File: src/design/qdsf_pkg.sv
// ============================================================================
// qdsf_pkg
// Shared types and constants of the quadrature decoder with speed filter.
// ============================================================================
package qdsf_pkg;

    localparam int COUNT_WIDTH = 32;
    localparam int PROD_W      = COUNT_WIDTH + 32;
    localparam int CFG_IDX_W   = 2;
    localparam int QUEUE_DEPTH = 2;
    localparam int QPTR_W      = $clog2(QUEUE_DEPTH);
    localparam int QFILL_W     = $clog2(QUEUE_DEPTH + 1);

    localparam logic [CFG_IDX_W-1:0] REG_SPEED_SCALE = 2'd0;
    localparam logic [CFG_IDX_W-1:0] REG_FILTER_COEF = 2'd1;
    localparam logic [CFG_IDX_W-1:0] REG_ANGLE_SCALE = 2'd2;

    localparam logic [31:0] SPEED_SCALE_RST = 32'd0;
    localparam logic [16:0] FILTER_COEF_RST = 17'd6554;
    localparam logic [31:0] ANGLE_SCALE_RST = 32'd961263;

    typedef enum logic [1:0] {
        CMD_HOLD,
        CMD_UP,
        CMD_DOWN,
        CMD_TICK
    } t_cmd;

    typedef enum logic [2:0] {
        BK_IDLE,
        BK_SPMUL,
        BK_SAT,
        BK_FMUL,
        BK_FILT,
        BK_AMUL,
        BK_ACC
    } t_back_state;

    typedef struct packed {
        logic [31:0] speed_scale;
        logic [16:0] filter_coef;
        logic [31:0] angle_scale;
    } t_cfg;

endpackage

File: src/design/qdsf_in_if.sv
// ============================================================================
// qdsf_in_if
// Input channel: one pin sample or speed tick per item.
// ============================================================================
interface qdsf_in_if;
    logic valid;
    logic ready;
    logic action;
    logic pin_a;
    logic pin_b;

    modport source (output valid, output action, output pin_a, output pin_b, input ready);
    modport sink (input valid, input action, input pin_a, input pin_b, output ready);
endinterface

File: src/design/qdsf_front.sv
// ============================================================================
// qdsf_front
// Accepts items, decodes the pin transition and issues one command per item.
// ============================================================================
module qdsf_front (
    input  logic          i_clk,
    input  logic          i_rst_n,
    qdsf_in_if.sink       i_item,
    input  logic          i_full,
    output logic          o_push,
    output qdsf_pkg::t_cmd o_cmd
);
    import qdsf_pkg::*;

    logic [1:0] r_prev_pins;
    logic [1:0] cur_pins;
    logic [1:0] step;
    logic       accept;

    function automatic logic [1:0] gray_pos(input logic [1:0] pins);
        logic [1:0] pos;
        unique case (pins)
            2'b00:   pos = 2'd0;
            2'b01:   pos = 2'd1;
            2'b11:   pos = 2'd2;
            default: pos = 2'd3;
        endcase
        return pos;
    endfunction

    assign i_item.ready = !i_full;
    assign accept       = i_item.valid && !i_full;
    assign o_push       = accept;
    assign cur_pins     = {i_item.pin_a, i_item.pin_b};
    assign step         = gray_pos(cur_pins) - gray_pos(r_prev_pins);

    always_comb begin
        if (i_item.action) begin
            o_cmd = CMD_TICK;
        end else begin
            unique case (step)
                2'd1:    o_cmd = CMD_UP;
                2'd3:    o_cmd = CMD_DOWN;
                default: o_cmd = CMD_HOLD;
            endcase
        end
    end

    always_ff @(posedge i_clk) begin
        if (!i_rst_n) begin
            r_prev_pins <= 2'b00;
        end else if (accept && !i_item.action) begin
            r_prev_pins <= cur_pins;
        end
    end

endmodule

File: src/flat_wrapper.sv
// flat-port wrapper written by rule: the top's interface ports become plain ports
module qdsf_front_flat import qdsf_pkg::*;
  (i_clk, i_rst_n, i_full, o_push, o_cmd, i_item_valid, i_item_action, i_item_pin_a, i_item_pin_b, i_item_ready);
  qdsf_in_if i_item_i ();
  input  logic i_clk;
  input  logic i_rst_n;
  input  logic i_full;
  output logic o_push;
  output qdsf_pkg::t_cmd o_cmd;
  input wire logic [$bits(i_item_i.valid)-1:0] i_item_valid;
  input wire logic [$bits(i_item_i.action)-1:0] i_item_action;
  input wire logic [$bits(i_item_i.pin_a)-1:0] i_item_pin_a;
  input wire logic [$bits(i_item_i.pin_b)-1:0] i_item_pin_b;
  output wire logic [$bits(i_item_i.ready)-1:0] i_item_ready;
  assign i_item_i.valid = i_item_valid;
  assign i_item_i.action = i_item_action;
  assign i_item_i.pin_a = i_item_pin_a;
  assign i_item_i.pin_b = i_item_pin_b;
  assign i_item_ready = i_item_i.ready;
  qdsf_front u_core (.i_clk(i_clk), .i_rst_n(i_rst_n), .i_item(i_item_i), .i_full(i_full), .o_push(o_push), .o_cmd(o_cmd));
endmodule
File: config.mk
export PLATFORM = sky130hd
export DESIGN_NAME = qdsf_front_flat
export DESIGN_NICKNAME = d
export VERILOG_FILES = /design/src/design/qdsf_pkg.sv /design/src/design/qdsf_in_if.sv /design/src/design/qdsf_front.sv /design/src/flat_wrapper.sv
export SDC_FILE = /design/constraint.sdc
export NUM_CORES = 1
export LEC_CHECK = 0
export ABC_AREA = 1
export BUFFER_PORTS_ARGS = -buffer_cell sky130_fd_sc_hd__buf_2
export CELL_PAD_IN_SITES_DETAIL_PLACEMENT = 0
export CELL_PAD_IN_SITES_GLOBAL_PLACEMENT = 1
export CORE_AREA = 4 4 41 43
export CTS_CLUSTER_SIZE = 28
export DETAILED_ROUTE_END_ITERATION = 7
export DIE_AREA = 0 0 45 47
export HOLD_SLACK_MARGIN = 0.12
export PLACE_DENSITY = 0.65
export SYNTH_ARGS = -nofsm -noshare
export SYNTH_HDL_FRONTEND = slang
export SYNTH_SLANG_ARGS = --single-unit
export TNS_END_PERCENT = 1
File: constraint.sdc
create_clock -name i_clk -period 2.6 [get_ports i_clk]
set_input_delay 0.13 -clock i_clk [delete_from_list [all_inputs] [get_ports i_clk]]
set_output_delay 0.13 -clock i_clk [all_outputs]
set_load 0.01 [all_outputs]
## Word-level counts from Yosys, hierarchy flattened

Index checks and enable logic that the tools add are counted.
W data, S select, Z words.

| word-level totals | value |
|---|---|
| output and inout bits | 4 |
| flip-flop bits (word level) | 2 |
| bits of input ports | 7 |

| operators by class | value |
|---|---|
| reduce and logical (&&, ||, !) cells | 6 |
| multiplexer cells | 4 |
| add/sub/neg operators | 1 |
| equal/unequal tests | 6 |

Operator list:

| operator | count |
|---|---|
| $pmux W2 S3 | 2 |
| $eq A2 B1 Y1 const B | 3 |
| $eq A2 B2 Y1 const B | 3 |
| $logic_not A2 Y1 | 2 |
| $pmux W2 S2 | 1 |
| $logic_and A1 B1 Y1 | 2 |
| $logic_not A1 Y1 | 2 |
| $mux W2 | 1 |
| $sub A2 B2 Y2 | 1 |

## Depth between registers and ports, before layout

| logic depth | value |
|---|---|
| depth in word-level cells | 6 |
| depth in mapped cells | 10 |
| gate-level depth less buffers | 10 |

## Least setup slack after synthesis

No wires, ideal clock.

| timing | value |
|---|---|
| kind | register to output |
| start | register u_core.r_prev_pins[0] |
| end | output port o_cmd[0] |
| slack | 1.264 ns |
| arrival | 1.206 ns |
| data required time | 2.470 ns |
| stages on the path, launching flop included | 11 |
| cell sequence | dfxtp_1 > inv_1 > ha_1 > inv_1 > ha_1 > inv_1 > nand2_1 > nand2_1 > nand2_1 > nand3_1 > nand2_1 |

| on the way | value |
|---|---|
| cells in the longest elaborated chain, start to end | 6 |
| elaborated cells between the ends (all ways) | 9 |
| those cells by class | add/sub (1); eq/ne (4); mux (3); reduce/logical (1) |

RTL lines:

| item | line | source |
|---|---|---|
| start, declared | qdsf_front.sv:15 | `logic [1:0] r_prev_pins;` |
| start signal, assigned | qdsf_front.sv:53 | `r_prev_pins <= cur_pins;` |
| $eq A2 B2 Y1 (tied with other cells) | qdsf_front.sv:22 | `unique case (pins)` |
| $pmux W2 S3 * | qdsf_front.sv:22 |  |
| $sub A2 B2 Y2 * | qdsf_front.sv:35 | `assign step = gray_pos(cur_pins) - gray_pos(r_prev_pins);` |
| $eq A2 B2 Y1 / $eq A2 B1 Y1 (equally long branches) | qdsf_front.sv:41 | `unique case (step)` |
| $pmux W2 S2 * | qdsf_front.sv:41 |  |
| $mux W2 * | qdsf_front.sv:38 | `if (i_item.action) begin` |
| end, declared | flat_wrapper.sv:9 | `output qdsf_pkg::t_cmd o_cmd;` |

Mark *: on every way between the ends. The rest lies on a longest branch, timed or not.

## Worst setup path after layout

Ends and elaborated chain as after synthesis.

==> summary.md <==
| Metric | Value |
|---|---|
| Status | finished, final reports clean |
| Die X | 45 um |
| Buf+Inv Stages, Crit Path | 4 |
| Min cycle time layout | about 1700 ps |
| Router iterations before antenna repair | 2 |
| Pins Over Slew Limit | 0 |
| Cts bufs inserted | 3 |
| Hold path endpoint | u_core.r_prev_pins[0]$_SDFFE_PN0P_ |
| GP Congestion | 0.596 |
| FF-to-FF Start | u_core.r_prev_pins[1]$_SDFFE_PN0P_ |
| Reg2reg path depth | 2 |
| Register with the most flip-flops | u_core.r_prev_pins |
| CP Data Arrival Time | about 1600 ps |
| Worst min path class | in2reg |
| Largest register FFs | 2 |
| Cts hold-fix bufs | 0 |
| Clk buf depth | 2 |
| Worst r2r dst | u_core.r_prev_pins[1]$_SDFFE_PN0P_ |
| Mapped Avg Cell Area | 6.00 sq um |
| Leakage Power | 0.216 nW |
| Crit path top cell by count | nand2_1 |
| RSZ-0062 raised after global routing | false |
| Global-route wire length before repair | 772 um |
| Root Driver | clkbuf_4 |
| Starting density of the core | 20.3% |
| Register bit total from synthesis | 2 |
| Min-delay src | i_rst_n |
| DR vias/cell | 3.71 |
| Sequential-to-total area share from yosys stat | about 15% |
| FF-to-FF setup slack | 2030 ps |
| Share of power burned in registers | 22.6% |
| Routed Antenna Nets | 0 |
| CTS Sinks | 2 |
| Layout area overhead | 34.6% |
| Vias in the first global route | around 210 |
| # Max-Cap Violations | 0 |
| Setup-failing EPs final | 0 |
| Layout cells sized above 1 | approximately a third |
| Worst-skew pair later-pin latency | 220 ps |
| Via count | 267 |
| Leading registers by flop count | u_core.r_prev_pins (2) |
| CTS clock-pin slew for the worst setup and hold paths | 30 ps |
| Slowest-stage cell, CP | dfxtp_1 |
| Kind of critical path | reg2out |
| Fmax | between 500 and 600 MHz |
| Crit-path max cell delay | 320 ps |
| Placed Instances | 69 |
| Avg WL per Cell | 7.03 um |
| Core area | 1300 sq um |
| Int Pwr | between 0.0001 and 0.00015 W |
| Drt first-iter violations | 2 |
| Layout Skew | 0 ps |
| H-Tree Depth | 1 |
| Fill cells | about 160 |
| FF+latch area | 40.0 sq um |
| Worst slew pin tran | 105 ps |
| Crit-path cells | inv_1 -> ha_1 -> inv_1 -> ha_1 -> inv_1 -> nand2_1 -> nand2_1 -> nand2_1 -> nand3_1 -> nand2_1 -> buf_2 |
| Clock power frac | between 40% and 50% |
| Slew headroom | 93.0% |
| I/O pin count | 11 |
| CTS tree | yes |
| Final worst-path cycle share | 66.1% |
| Synth Instances | 44 |
| Nets | 71 |
| Sw Pwr | approximately 0.000044 W |
| Crit path launch type | flip-flop |
| Overflow left after global routing | 0 |
| Power Density | between 400 and 500 nW/um^2 |
| CTS resizes | 0 |
| CP delay by family, top | adder cells |
| CP Max Fanout | 3 |
| Postcts setup bufs | 0 |
| Antenna violations before repair | 0 |
| Inserted Diodes | 0 |
| Hold path cells | 3 |
| Sw Ratio | about 30% |
| Routed wire length | 506 um |
| Die Height | 47 um |
| Netlist area before placement | between 200 and 300 sq um |
| Final Hold Vio Count | 0 |
| Non-Filler Instances | 72 |
| DR DRC count | 0 |
| Total Die Area | approximately 2100 sq um |
| FP Rows | 13 |
| Combinational share of power | 32.2% |
| Total GRT Usage | 5.28% |
| Critical Path RT | 2470 ps |
| Largest net degree at the start of global routing | 5 |
| Layout Utilization | 27.3% |
| CP endpoint kind | primary output |
| Setup TNS | 0 ps |
| Maximum vdd drop | 0.182 mV |
| Yosys cell types | 9 |
| Multi-input gate area | 175 sq um |
| Ys Warns | 0 |
| Syn_nets | 56 |
| Port Buffers | 10 |
==> layout make-up <==
cell class | count | area share (%)
tap | 15 | 5.28
timing repair buffer | 10 | 14.1
clock buffer | 3 | 6.34
sequential | 2 | 11.3
multi-input combinational | 29 | 49.3
inverter | 13 | 13.7
==> tightest hold or removal path, delay by kind of cell <==
kind                   cells  cell delay (ps)
AO/OA/AOI/OAI              2              100
buffers and inverters      1              110
==> synth_stat cells <==
cell type	count	area share (%)
a21oi_1	2	3.8
dfxtp_1	2	15
ha_1	5	24
inv_1	13	18
nand2_1	11	16
nand2_2	2	4.7
nand3_1	4	7.6
nor2_2	3	7.1
o21ai_1	2	3.8
==> kinds of logic (layout without fill, tap and decap cells) <==
logic type	after synthesis	after routing	synth area share, %
flops	2	2	15.2
fa+ha+maj	5	5	23.7
simple gates	20	20	35.1
compound gates	4	4	7.58
buf+inv	13	26	18.5
==> placed cells by master (no fill, tap or decap) <==
master,synthesis,layout
a21oi_1,2,2
nand2_2,2,2
ha_1,5,5
buf_2,0,10
nand3_1,4,4
inv_1,13,13
clkbuf_4,0,3
o21ai_1,2,2
nand2_1,11,11
dfxtp_1,2,2
nor2_2,3,3
==> routing by layer <==
metal	routed length [um]	part of all wire, %	global-route usage [%]	vias to the layer above
met5	0	0	0	-
met3	69	14	3.45	0
li1	-	-	-	158
met2	168	33	6.50	11
met4	0	0	3.51	0
met1	268	53	6.56	98
==> through the flow <==
stage               hold slack [ps]  total power [W]  cell area [sq um]  worst slack, ps
global route                    189         0.000164                355              763
global placement                399        0.0000824                333             1120
detailed placement              391        0.0000821                333             1090
finish                          171         0.000149                355              881
floorplan                       272        0.0000666                264             1260
CTS                             164         0.000153                355              853
==> power groups by stage <==
stage / Sequential (W) / Clock (W) / Combinational, W
2_1_floorplan: 0.0000338 / 0 / 0.0000328
3_3_place_gp: 0.0000340 / 0 / 0.0000484
3_5_place_dp: 0.0000340 / 0 / 0.0000481
4_1_cts: 0.0000336 / 0.0000706 / 0.0000489
5_1_grt: 0.0000337 / 0.0000738 / 0.0000562
6_report: 0.0000336 / 0.0000671 / 0.0000479
==> worst max path at each step <==
stage                                                  start        to  slack [ps]  depth (start not counted)
final                     u_core.r_prev_pins[0]$_SDFFE_PN0P_  o_cmd[0]         880                         11
after CTS                 u_core.r_prev_pins[0]$_SDFFE_PN0P_  o_cmd[0]         850                         11
after global routing      u_core.r_prev_pins[0]$_SDFFE_PN0P_  o_cmd[0]         760                         11
after detailed placement  u_core.r_prev_pins[0]$_SDFFE_PN0P_  o_cmd[0]        1090                         11
after global placement    u_core.r_prev_pins[0]$_SDFFE_PN0P_  o_cmd[0]        1120                         11
after floorplan           u_core.r_prev_pins[0]$_SDFFE_PN0P_  o_cmd[0]        1260                         10
No activity file was read; power rests on OpenSTA's default activity.
