<file path="config.mk">
export PLATFORM = sky130hd
export DESIGN_NAME = qdsf_queue
export DESIGN_NICKNAME = d
export VERILOG_FILES = /design/src/design/qdsf_pkg.sv /design/src/design/qdsf_queue.sv
export SDC_FILE = /design/constraint.sdc
export NUM_CORES = 1
export LEC_CHECK = 0
export ABC_AREA = 1
export BUFFER_PORTS_ARGS = -buffer_cell sky130_fd_sc_hd__buf_2
export CAP_MARGIN = 0
export CORE_AREA = 2 2 39 41
export CTS_BUF_LIST = sky130_fd_sc_hd__clkbuf_16
export DETAILED_ROUTE_END_ITERATION = 7
export DIE_AREA = 0 0 41 43
export PLACE_DENSITY = 0.53
export SETUP_SLACK_MARGIN = 0.2
export SYNTH_ARGS = -nofsm -noshare
export SYNTH_HDL_FRONTEND = slang
export SYNTH_SLANG_ARGS = --single-unit
</file>
<file path="constraint.sdc">
create_clock -name i_clk -period 2.3 [get_ports i_clk]
set_clock_uncertainty 0.15 [all_clocks]
set_input_delay 0.23 -clock i_clk [delete_from_list [all_inputs] [get_ports i_clk]]
set_output_delay 0.23 -clock i_clk [all_outputs]
set_load 0.1 [all_outputs]
</file>
<file path="src/design/qdsf_pkg.sv">
// ============================================================================
// qdsf_pkg
// Shared types and constants of the quadrature decoder with speed filter.
// ============================================================================
package qdsf_pkg;

    localparam int COUNT_WIDTH = 32;
    localparam int PROD_W      = COUNT_WIDTH + 32;
    localparam int CFG_IDX_W   = 2;
    localparam int QUEUE_DEPTH = 2;
    localparam int QPTR_W      = $clog2(QUEUE_DEPTH);
    localparam int QFILL_W     = $clog2(QUEUE_DEPTH + 1);

    localparam logic [CFG_IDX_W-1:0] REG_SPEED_SCALE = 2'd0;
    localparam logic [CFG_IDX_W-1:0] REG_FILTER_COEF = 2'd1;
    localparam logic [CFG_IDX_W-1:0] REG_ANGLE_SCALE = 2'd2;

    localparam logic [31:0] SPEED_SCALE_RST = 32'd0;
    localparam logic [16:0] FILTER_COEF_RST = 17'd6554;
    localparam logic [31:0] ANGLE_SCALE_RST = 32'd961263;

    typedef enum logic [1:0] {
        CMD_HOLD,
        CMD_UP,
        CMD_DOWN,
        CMD_TICK
    } t_cmd;

    typedef enum logic [2:0] {
        BK_IDLE,
        BK_SPMUL,
        BK_SAT,
        BK_FMUL,
        BK_FILT,
        BK_AMUL,
        BK_ACC
    } t_back_state;

    typedef struct packed {
        logic [31:0] speed_scale;
        logic [16:0] filter_coef;
        logic [31:0] angle_scale;
    } t_cfg;

endpackage

</file>
<file path="src/design/qdsf_queue.sv">
// ============================================================================
// qdsf_queue
// Short command queue between the decoder front and the arithmetic back.
// ============================================================================
module qdsf_queue (
    input  logic           i_clk,
    input  logic           i_rst_n,
    input  logic           i_push,
    input  qdsf_pkg::t_cmd i_cmd,
    output logic           o_full,
    input  logic           i_pop,
    output qdsf_pkg::t_cmd o_cmd,
    output logic           o_empty
);
    import qdsf_pkg::*;

    t_cmd                r_mem [QUEUE_DEPTH];
    logic [QPTR_W-1:0]   r_wr;
    logic [QPTR_W-1:0]   r_rd;
    logic [QFILL_W-1:0]  r_fill;

    assign o_full  = (r_fill == QFILL_W'(QUEUE_DEPTH));
    assign o_empty = (r_fill == '0);
    assign o_cmd   = r_mem[r_rd];

    always_ff @(posedge i_clk) begin
        if (i_push) begin
            r_mem[r_wr] <= i_cmd;
        end
    end

    always_ff @(posedge i_clk) begin
        if (!i_rst_n) begin
            r_wr   <= '0;
            r_rd   <= '0;
            r_fill <= '0;
        end else begin
            if (i_push) begin
                r_wr <= r_wr + QPTR_W'(1);
            end
            if (i_pop) begin
                r_rd <= r_rd + QPTR_W'(1);
            end
            if (i_push && !i_pop) begin
                r_fill <= r_fill + QFILL_W'(1);
            end else if (!i_push && i_pop) begin
                r_fill <= r_fill - QFILL_W'(1);
            end
        end
    end

endmodule

</file>
---- Word level (Yosys, flattened, before mapping) ----
Memory sizes are Yosys's and may differ from the RTL's. A register that Yosys moved wholly into a read port is not among the register bits.
Cells that the tools add are included.
storage, ports and cells
  register bits after elaboration ......... 4
  memory bits (writable) .................. 4
  memories ................................ 1
memories
  name   words  bits a word  rd ports  clocked after Yosys merged registers in  write ports  line              text
  r_mem  2      2            1         1                                        1            qdsf_queue.sv:17  t_cmd r_mem [QUEUE_DEPTH];
cells by class
  $add $sub $neg .......................... 4
  eq/ne operators ......................... 1
  mux-type cells .......................... 6
  reductions and logical operators ........ 6
operator list
  kind                                                                count
  1-bit two-way mux                                                   4
  2-bit two-way mux                                                   2
  1-bit adder, second input constant                                  2
  2-bit by 1-bit adder with 2-bit output, second input constant       1
  2-bit equality test, second input constant                          1
  1-bit logical AND                                                   2
  1-bit logical NOT                                                   2
  2-bit logical NOT                                                   1
  2-bit nonzero test                                                  1
  2-bit by 1-bit subtractor with 2-bit output, second input constant  1

---- Longest topological paths before layout ----
Gate-level depths: netlist of the first run.
  depth in word-level cells ............... 4
  mapped depth ............................ 8
  gate-level depth less buffers ........... 8

---- Least setup slack after synthesis of the first run ----
OpenSTA, ideal clock, no wires.
  kind .................................... register to output
  from .................................... reg r_fill[1]
  to ...................................... out o_full
  arrival ................................. 1631 ps
  required time ........................... 1920 ps
  path slack .............................. 289 ps
  stages on the path, launching flop included .. 3
  cell sequence ........................... dfxtp_1 inv_1 nor2_1
on the way
  word-level cells in the longest chain between the ends .. 1
ends and longest elaborated chain
  element                 line              text
  start, declared         qdsf_queue.sv:20  logic [QFILL_W-1:0] r_fill;
  start signal, assigned  qdsf_queue.sv:45  r_fill <= r_fill + QFILL_W'(1);
  start signal, assigned  qdsf_queue.sv:47  r_fill <= r_fill - QFILL_W'(1);
  2-bit equality test     qdsf_queue.sv:22  assign o_full = (r_fill == QFILL_W'(QUEUE_DEPTH));
  end, declared           qdsf_queue.sv:10  output logic o_full,
No other way between the ends.

==> results of run 1 <==
[cells by family (layout without fill, tap and decap cells)]
group                    count (synthesis)  count (layout)
multiplexers                             2               2
flip-flops                               9               9
AND/OR/NAND/NOR                         19              19
adder cells (fa/ha/maj)                  1               1
AO/OA/AOI/OAI                            2               2
buffers and inverters                    8              21
[metrics by stage]
step                cells  worst slack, ns  utilization, %  hold WS, ns
floorplan              41            0.289               -        0.179
global placement       66            0.985            31.6        0.277
detailed placement     66            0.976            31.6        0.282
CTS                    70            0.719            37.3       0.0393
global route           70            0.690            37.3       0.0387
finish                 70            0.732            37.3       0.0399
[synth_stat cells]
library cell / n / area share [%]
inv_2: 1 / 1.0
nand3_1: 1 / 1.3
nand4_1: 1 / 1.7
o21ai_0: 1 / 1.3
edfxtp_1: 4 / 32
mux2_2: 2 / 6.0
a21oi_1: 1 / 1.3
nand2_1: 7 / 7.0
ha_1: 1 / 3.4
nand2_2: 1 / 1.7
inv_1: 7 / 7.0
dfxtp_1: 5 / 27
nor2_1: 9 / 9.1
[area by class of cell]
cell class              count  area (um2)
fillers                   143         867
clock buffers               3        75.1
inverters                   8        30.0
clock inverters             1        3.75
repair buffers              9        45.0
multi-input cells          24         123
well taps                  16        20.0
flip-flops and latches      9         220
[report_power, final]
group | total [mW] | switching (mW) | internal, mW
Clock | 0.300 | 0.0728 | 0.227
Sequential | 0.189 | 0.00803 | 0.181
Combinational | 0.106 | 0.0839 | 0.0220
Total | 0.594 | 0.165 | 0.430
[cells in the final DEF, fill, tap and decap left out]
master	count
dfxtp_1	5
ha_1	1
nor2_1	9
mux2_2	2
inv_1	8
edfxtp_1	4
nand2_1	7
clkbuf_16	3
nand3_1	1
o21ai_0	1
inv_2	1
nand2_2	1
nand4_1	1
buf_2	9
a21oi_1	1
[metal layers]
metal | up-vias | part of all wire [%] | track usage, %
met2 | 12 | 45 | 12.2
met1 | 116 | 43 | 8.22
li1 | 154 | - | -
met3 | 2 | 9.8 | 6.28
met4 | 0 | 2.7 | 8.00
met5 | - | 0 | 0
[worst max path at each step]
stage / end / cells after the start / from / slack, ns
2_1_floorplan: o_full / 2 / r_fill[1] / 0.29
3_3_place_gp: o_cmd[1] / 2 / flop / 0.99
3_5_place_dp: o_cmd[0] / 2 / flop / 0.98
4_1_cts: o_cmd[0] / 2 / flop / 0.72
5_1_grt: o_cmd[0] / 2 / flop / 0.69
6_report: o_cmd[1] / 2 / flop / 0.73
==> flow_summary_export.csv, run 1 <==
group,metric,value,unit
run_status,status,"finished clean",
clocking,cts_resized,0,
finish,drive_gt1_share,29.6,%
sta,finalHoldViolations,0,
drt,drt.antenna.violating_nets,0,
setup_path,cp-end-kind,"primary output",
drt,viasPerCell,4.06,
setup_path,r2r_cells,6,
yosys,yosys.area_share.simple,20.8,%
clocking,path_clk_slew,0.04,ns
setup_path,cp_cell_sequence,"mux2_2 > buf_2",
yosys,synthMuxAreaShare,6.04,%
floorplanning,die_area,1760,um2
sta,fin_crit_sh,68.2,%
hold_path,min_to,"r_mem[0][0]",
hold_path,worstHoldPathCells,1,
clocking,cts_tree,"built",
sta,drv_slew,0,
clocking,h-tree-depth,1,
yosys,synth-seq-area-share,59.1,%
setup_path,worst_path_max_delay_cell,"dfxtp_1",
clocking,cts-hold-fix-buffers,0,
drt,drc,0,
finish,fin_area,517,um2
setup_path,criticalPathCategory,"reg -> out",
power,max-vdd-ir-drop,722,uV
setup_path,r2r-start,"r_fill[0]",
sta,clock.fmax,0.638,GHz
sta,fin_crit,1.57,ns
power,power.leakage,0.258,nW
setup_path,ff2ff_setup_slack,1.34,ns
drt,drtIter0Drc,3,
setup_path,required,1.92,ns
drt,dr.pass1.iters,4,
sta,worst_pin_slew,0.484,ns
clocking,cts-root-buf,"clkbuf_16",
clocking,clk_path_buf_depth,2,
setup_path,cp_max_fo,2,
yosys,syn_area_per_cell,9.09,um2
yosys,netlist_instances,41,
power,p_per_area,1150,nW/um2
finish,area_delta_synth_final,38.6,%
setup_path,critPathLaunchType,"flop",
floorplanning,die_w,41,um
drt,routedWlPerCell,8.91,um
global_route,grt_usage,8.90,%
hold_path,hold_class,"in -> reg",
setup_path,worstReg2RegEnd,"r_fill[1]",
placement,routabilityCongestion,0.657,
yosys,synth-seq-cells,9,
power,p_total,0.594,mW
placement,dpl.hpwl,466,um
clocking,cts_made_buffers,3,
clocking,clkLatencyLatePin,0.23,ns
global_route,grt_max_degree,7,
floorplanning,io_pins,10,
global_route,grt_pass1_vias,240,
hold_path,holdCritStartpoint,"i_cmd[0]",
setup_path,cpLargestDelayFamily,"flip-flops",
finish,nNetsFinal,62,
setup_path,slowest_delay,0.34,ns
global_route,grt_pass1_wl,917,um
yosys,synthXorXnorAreaFrac,0,%
placement,io_buffers,9,
finish,antennaDiodeCount,0,
yosys,synthesis.nets,48,
drt,num_vias,284,
sta,maxSlewHeadroom,67.9,%
drt,drt_wl_total,624,um
yosys,netlist_area,373,um2
flow_run,drv_cap,0,
sta,tns,0,ns
yosys,synth-adder-area-share,3.36,%
yosys,ys_warn_count,0,
floorplanning,start_util,26.9,%
setup_path,critPathArrivalTime,1.19,ns
floorplanning,fp.coreArea,1380,um2
clocking,cts_sinks,9,
placement,dpl_cell_area,438,um2
yosys,synth_compound_area_share,2.68,%
floorplanning,row_count,14,
floorplanning,die_height,43,um
sta,setup_viol,0,
yosys,yosysUniqueCellTypes,13,
yosys,synth_top_family_by_area,"simple AND/OR/NAND/NOR gates",
global_route,antenna_found_initial,0,
clocking,postCtsSetupBuffers,0,
global_route,grt_overflow,0,
setup_path,cp.buffers_inverters,1,
sta,rsz0062_at_grt,"false",
No activity file was read; power rests on OpenSTA's default activity.
==> inputs of run 2 (changes only) <==
--- a/config.mk
+++ b/config.mk
@@ -5,14 +5,14 @@
 export SDC_FILE = /design/constraint.sdc
 export NUM_CORES = 1
 export LEC_CHECK = 0
-export ABC_AREA = 1
+export ABC_AREA = 0
 export BUFFER_PORTS_ARGS = -buffer_cell sky130_fd_sc_hd__buf_2
 export CAP_MARGIN = 0
 export CORE_AREA = 2 2 39 41
 export CTS_BUF_LIST = sky130_fd_sc_hd__clkbuf_16
 export DETAILED_ROUTE_END_ITERATION = 7
 export DIE_AREA = 0 0 41 43
-export PLACE_DENSITY = 0.53
+export PLACE_DENSITY = 0.52
 export SETUP_SLACK_MARGIN = 0.2
 export SYNTH_ARGS = -nofsm -noshare
 export SYNTH_HDL_FRONTEND = slang
==> constraint.sdc (replaced) <==
create_clock -name i_clk -period 1.5 [get_ports i_clk]
set_clock_uncertainty 0.15 [all_clocks]
set_input_delay 0.15 -clock i_clk [delete_from_list [all_inputs] [get_ports i_clk]]
set_output_delay 0.15 -clock i_clk [all_outputs]
set_load 0.1 [all_outputs]
==> flow_summary_export.csv, run 2 <==
group,metric,value,unit
setup_path,r2r-start,"r_fill[0]",
floorplanning,die_area,1760,um2
global_route,grt_max_degree,6,
hold_path,hold_class,"in -> reg",
finish,filler_cell_count,134,
placement,dpl_cell_area,464,um2
sta,maxSlewHeadroom,83.3,%
placement,dpl.hpwl,456,um
floorplanning,io_pins,10,
clocking,cts_made_buffers,3,
finish,final_common_cell,"buf_2",
yosys,async_flop_share,0,%
setup_path,crit_start,"r_mem[0][1]",
setup_path,criticalPathCategory,"reg -> out",
yosys,synth-seq-cells,9,
drt,num_vias,244,
setup_path,cp-end-kind,"primary output",
yosys,synth-seq-area-share,60.9,%
drt,dr.pass1.iters,5,
drt,drtIter0Drc,2,
global_route,grt_overflow,0,
yosys,synthTopCellsByCount,"dfxtp_1, and2_1, edfxtp_1",
sta,tns,0,ns
drt,drt_wl_total,592,um
yosys,synthesis.nets,35,
floorplanning,die_w,41,um
finish,antennaDiodeCount,0,
clocking,cts-root-buf,"clkbuf_16",
sta,clock.fmax,0.739,GHz
global_route,grt_usage,9.96,%
yosys,netlist_instances,28,
sta,worst_pin_slew,0.250,ns
yosys,ys_warn_count,0,
setup_path,crit_end,"o_cmd[1]",
setup_path,critPathLaunchType,"flop",
drt,drt.antenna.violating_nets,0,
power,p_per_area,1670,nW/um2
clocking,h-tree-depth,1,
global_route,grt_pass1_vias,263,
yosys,syn_area_per_cell,12.9,um2
clocking,cts_tree,"built",
placement,io_buffers,9,
finish,fin_area,607,um2
drt,dr.max_layer_used,"met4",
finish,area_delta_synth_final,67.8,%
yosys,ys_top_cells_by_area,"edfxtp_1, dfxtp_1, and2_1",
sta,fin_crit,1.35,ns
clocking,path_clk_slew,0.04,ns
floorplanning,fp.coreArea,1380,um2
run_status,status,"finished clean",
placement,pre_cts_ws,0.149,ns
drt,routedWlPerCell,10.0,um
clocking,cts_sinks,9,
flow_run,drv_cap,0,
finish,drive_gt1_share,44.2,%
finish,nNetsFinal,51,
yosys,synth_edf_count,4,
yosys,synth_top_area_share,33.2,%
sta,rsz0062_at_grt,"true",
global_route,grt_pass1_wl,1.04,mm
yosys,synthFlopType,"dfxtp_1",
sta,drv_slew,0,
setup_path,required,1.20,ns
clocking,clkLatencyLatePin,0.23,ns
global_route,antenna_found_initial,0,
drt,wl_met3,32,um
finish,mostFrequentLayoutCells,"buf_2, and2_1, buf_12, edfxtp_1, clkbuf_16",
drt,drc,0,
yosys,netlist_area,362,um2
floorplanning,start_util,26.1,%
setup_path,cp_max_fo,1,
setup_path,worstReg2RegEnd,"r_fill[1]",
sta,setup_viol,0,
setup_path,ff2ff_setup_slack,0.29,ns
yosys,yosysUniqueCellTypes,15,
drt,viasPerCell,4.14,
setup_path,critPathArrivalTime,1.05,ns
setup_path,r2r_cells,3,
sta,finalHoldViolations,0,
yosys,yosys.area.top_type,"edfxtp_1",
floorplanning,die_height,43,um
clocking,clk_path_buf_depth,2,
drt,wl_met2,330,um
sta,fin_crit_sh,90.2,%
sta,fin_ws,0.147,ns
drt,drt-met1-wl,217,um
placement,routabilityCongestion,0.602,
power,max-vdd-ir-drop,803,uV
power,power.leakage,0.262,nW
floorplanning,row_count,14,
yosys,synth.most_common_cell,"dfxtp_1",
## run 2: changes by cell type after synthesis, moves of 2 or more
cell	delta
nor2_1	-8
inv_1	-6
xor2_1	+2
nand2_1	-7
and2_1	+4
nor2b_1	+2
## run 2: cells by family (layout without fill, tap and decap cells)
| logic type | after synthesis | count (layout) | share of synthesized area, % |
|---|---|---|---|
| fa+ha+maj | 1 | 1 | 3.46 |
| compound gates | 3 | 3 | 5.54 |
| xor+xnor | 3 | 3 | 7.27 |
| mux | 2 | 2 | 6.23 |
| buf+inv | 1 | 16 | 1.04 |
| simple gates | 9 | 9 | 15.6 |
| flops | 9 | 9 | 60.9 |
## run 2: per-stage QoR
step	utilization (%)	hold WS, ns	power, mW	instances
finish	43.9	0.0260	1.02	59
global route	43.9	0.0327	1.06	59
CTS	43.9	0.0261	1.03	59
detailed placement	33.5	0.191	0.537	53
global placement	33.5	0.190	0.531	53
floorplan	-	0.0989	0.467	28
## run 2: worst min-delay path by stage
stage               startpoint           to  slack (ns)  depth (start not counted)
floorplan             i_cmd[0]  r_mem[0][0]         0.1                          0
global placement      i_cmd[0]  r_mem[0][0]        0.19                          1
detailed placement    i_cmd[0]  r_mem[0][0]        0.19                          1
CTS                    i_rst_n         r_rd        0.03                          2
global route           i_rst_n    r_fill[0]        0.03                          2
finish                 i_rst_n         r_rd        0.03                          2
## run 2: metal layers
metal  global-route usage, %  up-vias
li1                        -      123
met5                       0        -
met3                    7.85        2
met1                    9.03      114
met2                    13.8        5
met4                    8.00        0
## run 2: area by class of cell
type / count / area (um2) / share of cell area, %
clock inverter: 1 / 3.75 / 0.619
tap: 16 / 20.0 / 3.30
multi-input combinational: 18 / 153 / 25.2
sequential: 9 / 226 / 37.3
inverter: 1 / 3.75 / 0.619
timing repair buffer: 11 / 125 / 20.6
clock buffer: 3 / 75.1 / 12.4
## run 2: repair_timing
| item | 4_1_cts | 5_1_grt |
|---|---|---|
| endpoints found under the hold margin | 4 | 0 |
| gates resized for setup | 14 | 0 |
| setup endpoints to repair | 3 | 3 |
| hold buffers | 2 | 0 |
| cloned | 0 | 0 |
| buffers inserted | 0 | 0 |
## run 2: worst max-delay path: stages, from the launching register on
cell and delay [ns]:
edfxtp_1 0.36, mux2_4 0.29, buf_12 0.17
## run 2: power breakdown
| group | total (mW) | switching [mW] | internal, mW |
|---|---|---|---|
| registers | 0.303 | 0.0196 | 0.283 |
| clock network | 0.451 | 0.104 | 0.347 |
| logic | 0.262 | 0.155 | 0.107 |
